===== src/hw/rtl/rsr_pkg.sv =====
package rsr_pkg;

  localparam int unsigned MAX_RECORDS = 32;
  localparam int unsigned NAME_CHARS  = 10;
  localparam int unsigned CNT_W       = $clog2(MAX_RECORDS + 1);
  localparam int unsigned TOTAL_W     = 24;

  localparam logic [1:0] REQ_START  = 2'd0;
  localparam logic [1:0] REQ_FEE    = 2'd1;
  localparam logic [1:0] REQ_FINISH = 2'd2;

  typedef enum logic {ST_LOAD, ST_DRAIN} state_e;

  typedef struct packed {
    logic [15:0]        name_high;
    logic [63:0]        name_low;
    logic [TOTAL_W-1:0] total;
    logic [CNT_W-1:0]   id;
  } rec_t;

  typedef struct packed {
    logic ins;    // place the broadcast record into the chain
    logic shift;  // move every record one cell toward the head
  } cell_ctrl_t;

  // Cut the name at its first zero byte and at NAME_CHARS characters.
  function automatic logic [79:0] norm_name(input logic [79:0] raw);
    logic [79:0] res;
    logic        ended;
    res   = raw;
    ended = 1'b0;
    for (int i = 0; i < 10; i++) begin
      if (i >= NAME_CHARS || raw[79-8*i -: 8] == 8'd0) ended = 1'b1;
      if (ended) res[79-8*i -: 8] = 8'd0;
    end
    return res;
  endfunction

endpackage


===== src/hw/rtl/rsr_cell.sv =====
module rsr_cell (
  input  logic              clk_i,
  input  logic              rst_ni,
  input  rsr_pkg::cell_ctrl_t ctrl_i,
  input  rsr_pkg::rec_t     new_i,
  input  rsr_pkg::rec_t     left_i,
  input  logic              left_valid_i,
  input  logic              left_before_i,
  input  rsr_pkg::rec_t     right_i,
  input  logic              right_valid_i,
  output rsr_pkg::rec_t     rec_o,
  output logic              valid_o,
  output logic              before_o
);

  rsr_pkg::rec_t rec_q, rec_d;
  logic          valid_q, valid_d;

  // New record sorts ahead of this one: this cell is empty, higher total, or equal total and lower name.
  // Ids only grow, so an equal key keeps the stored record first.
  always_comb begin
    before_o = !valid_q
            || (new_i.total > rec_q.total)
            || ((new_i.total == rec_q.total)
                && ({new_i.name_high, new_i.name_low} < {rec_q.name_high, rec_q.name_low}));
  end

  always_comb begin
    rec_d   = rec_q;
    valid_d = valid_q;
    if (ctrl_i.shift) begin
      rec_d   = right_i;
      valid_d = right_valid_i;
    end else if (ctrl_i.ins && before_o) begin
      if (left_before_i) begin
        rec_d   = left_i;
        valid_d = left_valid_i;
      end else begin
        rec_d   = new_i;
        valid_d = 1'b1;
      end
    end
  end

  always_ff @(posedge clk_i or negedge rst_ni) begin
    if (!rst_ni) valid_q <= 1'b0;
    else         valid_q <= valid_d;
  end

  always_ff @(posedge clk_i) begin
    rec_q <= rec_d;
  end

  assign rec_o   = rec_q;
  assign valid_o = valid_q;

endmodule


===== config.mk =====
export PLATFORM = sky130hd
export DESIGN_NAME = rsr_cell
export DESIGN_NICKNAME = d
export VERILOG_FILES = /design/src/hw/rtl/rsr_pkg.sv /design/src/hw/rtl/rsr_cell.sv
export SDC_FILE = /design/constraint.sdc
export NUM_CORES = 1
export LEC_CHECK = 0
export ABC_AREA = 1
export BUFFER_PORTS_ARGS = -buffer_cell sky130_fd_sc_hd__buf_4
export CORE_AREA = 2 2 174 176
export DETAILED_ROUTE_END_ITERATION = 7
export DIE_AREA = 0 0 176 178
export HOLD_SLACK_MARGIN = 0.05
export SLEW_MARGIN = 10
export SYNTH_ARGS = -nofsm -noshare
export SYNTH_HDL_FRONTEND = slang
export SYNTH_SLANG_ARGS = --single-unit

===== constraint.sdc =====
create_clock -name clk_i -period 3.7 [get_ports clk_i]
set_input_delay 0 -clock clk_i [delete_from_list [all_inputs] [get_ports clk_i]]
set_output_delay 0 -clock clk_i [all_outputs]
set_load 0.005 [all_outputs]

==> summary.txt <==
Outcome
  – Status: completed

STA
  – Worst Tran Pin Value: 923 ps
  – RSZ-0062 raised after global routing: no
  – Skew final: 17.3 ps
  – Setup TNS: 0 ps
  – Share of the clock period used by the worst path: 0.801
  – Final setup margin: 734 ps
  – Final hold slack: 67.6 ps
  – Max Freq: 0.337 GHz
  – Max_slew headroom: 0.384
  – Final setup vio count: 0
  – Final Hold Viols: 0
  – Minimum clock period: 2970 ps
  – Final Max Tran Viols: 0

Clocking
  – H-tree lvl count: 3
  – Sink Count: 111
  – Post-CTS Setup Inserts: 0
  – CTS tree: built
  – Clock transition at path regs: 90 ps
  – Clk buf depth: 2
  – Clock Tree Root: clkbuf_16
  – Clock latency on the worst-skew pair: 360 ps
  – CTS Buf Count: 9

Synth
  – Most instantiated cells after synthesis: 264 x a21oi_1, 230 x nand2_1, 144 x nor2_1
  – Post-Syn Area per Cell: 7.69 sq um
  – Seq cells post-synth: 111
  – Post-synth cell types: 22
  – Yosys top cell by area: edfxtp_1
  – Count leader, synth: a21oi_1
  – Asr flop ratio synth: 0.00901
  – Post-synth EDFFs: 110
  – Syn Inst Count: 1078
  – Syn Std Cell Area: 0.00829 sq mm
  – Syn_nets: 1518
  – Share of the synthesized area in the top cell type: 0.398
  – Seq/Total Area, Yosys: 0.401
  – Largest cells by area after synthesis: edfxtp_1 40%, a21oi_1 16%, ha_1 16%
  – Synth warn: 0
  – Ys flop type: edfxtp_1

Placement
  – Routability cong.: 0.865
  – DP Worst Slack: 1020 ps
  – Post-DP HPWL: 25600 microns
  – IO buf count: 448

Critical path
  – CP max FO: 51
  – Crit. End Element: register
  – Critical Path AT: 3270 ps
  – Critical path type: reg2reg
  – CP required: 4000 ps
  – Worst setup SP type: register

Die
  – I/O Pins: 449
  – Initial Utilization: 0.282
  – Die Span Y: 178 microns
  – Rows: 63
  – Die area: 0.0313 sq mm
  – Die width: 176 microns
  – Core area: 0.0294 sq mm

Flow run
  – MaxCap Viol Count: 0

Finish
  – Ant. Diodes: 0
  – Fillers: 2813
  – Area Growth Syn to Fin: 74.4%
  – Share of cells above drive strength 1: 0.280
  – Nets: 2150

Routing
  – DR DRC count: 0
  – Final ANT Viol Nets: 0
  – DR iter-0 viols: 530
  – Final WL: 34700 microns
  – WL per Instance: 16.5 microns
  – Total number of vias: 9878
  – First-pass DRT Iterations: 6
  – DR vias/cell: 4.69

GRT
  – Global-route wire length before repair: 52300 microns
  – Global Route Usage Sum: 0.213
  – Initial antenna violation count: 0
  – Total global routing overflow: 0
  – Vias in the first global route: 9825
  – Largest net degree at the start of global routing: 84

Pwr
  – Pwr dens: 286 mW/mm^2
  – Total Power: 4.14 mW
  – P_leak: 7.11 nW
  – VDD IR max: 0.159 mV

Min path
  – Worst Hold Class: in2reg
-- cell usage in the layout (no fill, tap or decap), drive strengths merged --
cell and count:
o21ai 11, clkbuf 10, nor2 147, a21o 4, o21a 3, nand4 6, nand3 8, nand2 235
nor4 1, dfrtp 1, a21boi 1, nor3 1, inv 137, buf 455, dlygate4sd3 214, clkinv 4
ha 103, a21oi 264, edfxtp 110
-- where the power goes --
group | switching (mW) | internal [mW] | total (mW)
registers | 0.0719 | 1.56 | 1.63
logic | 0.697 | 0.835 | 1.53
clock network | 0.510 | 0.464 | 0.974
total | 1.28 | 2.86 | 4.14
-- stage by stage --
stage | util | instance area [sq um] | std cells
3_3_place_gp | 0.410 | 12000 | 1875
2_1_floorplan | - | 8290 | 1078
4_1_cts | 0.492 | 14500 | 2105
3_5_place_dp | 0.410 | 12000 | 1875
5_1_grt | 0.492 | 14500 | 2105
6_report | 0.492 | 14500 | 2105
-- repair_timing --
item / CTS / global route
resized for setup: 0 / 0
hold buffers: 214 / 0
setup endpoints to repair: 0 / 0
endpoints found under the hold margin: 108 / 0
-- sequential cells by signal, summed over array words and instances, names as in the netlist --
register / flops
valid_o: 1
rec_o: 110
-- worst max-delay path: stages, from the launching register on --
cell and delay (ps):
edfxtp_1 400, inv_1 80, ha_1 240, a21oi_1 200
nand2_1 70, a21oi_1 210, nand2_1 140, nor2_1 110
nand2_1 50, nor2_1 90, nand2_1 100, nand2_2 80
nand2_2 70, nand2_4 90, buf_12 270, nand2_1 90
nand2_1 60, dlygate4sd3_1 540
-- layout make-up --
| type | instances | area, sq um | area share |
|---|---|---|---|
| repair buffers | 669 | 5580 | 0.386 |
| multi-input cells | 784 | 4280 | 0.296 |
| flip-flops and latches | 111 | 3330 | 0.230 |
| inverters | 135 | 512 | 0.0354 |
| well taps | 390 | 488 | 0.0337 |
| clock buffers | 10 | 229 | 0.0158 |
| clock inverters | 6 | 43.8 | 0.00303 |
-- worst paths after layout --
check,start,to,slack [ps],depth (start not counted)
setup / recovery,rec_o[105]$_DFFE_PP_,valid_o$_DFFE_PN0P_,730,17
hold / removal,right_i[28],rec_o[28]$_DFFE_PP_,70,3
setup reg to reg,rec_o[105]$_DFFE_PP_,valid_o$_DFFE_PN0P_,730,17
hold reg to reg,valid_o$_DFFE_PN0P_,valid_o$_DFFE_PN0P_,1110,3
max in group asynchronous,rst_ni,valid_o$_DFFE_PN0P_,3100,3
min in group asynchronous,rst_ni,valid_o$_DFFE_PN0P_,500,3
-- cells by family (layout without fill, tap and decap cells) --
| logic type | Yosys count | after routing | synth area share |
|---|---|---|---|
| AO/OA/AOI/OAI | 283 | 283 | 0.173 |
| adder cells (fa/ha/maj) | 103 | 103 | 0.155 |
| buffers and inverters | 183 | 820 | 0.0834 |
| flip-flops | 111 | 111 | 0.401 |
| AND/OR/NAND/NOR | 398 | 398 | 0.187 |
-- layer usage --
metal / vias up / GRT usage / wire length (microns)
li1: 4852 / - / -
met1: 4546 / 0.248 / 13800
met2: 409 / 0.386 / 17300
met3: 71 / 0.0471 / 2510
met4: 0 / 0.0751 / 1170
met5: - / 0 / 0
No activity file was read; power rests on OpenSTA's default activity.
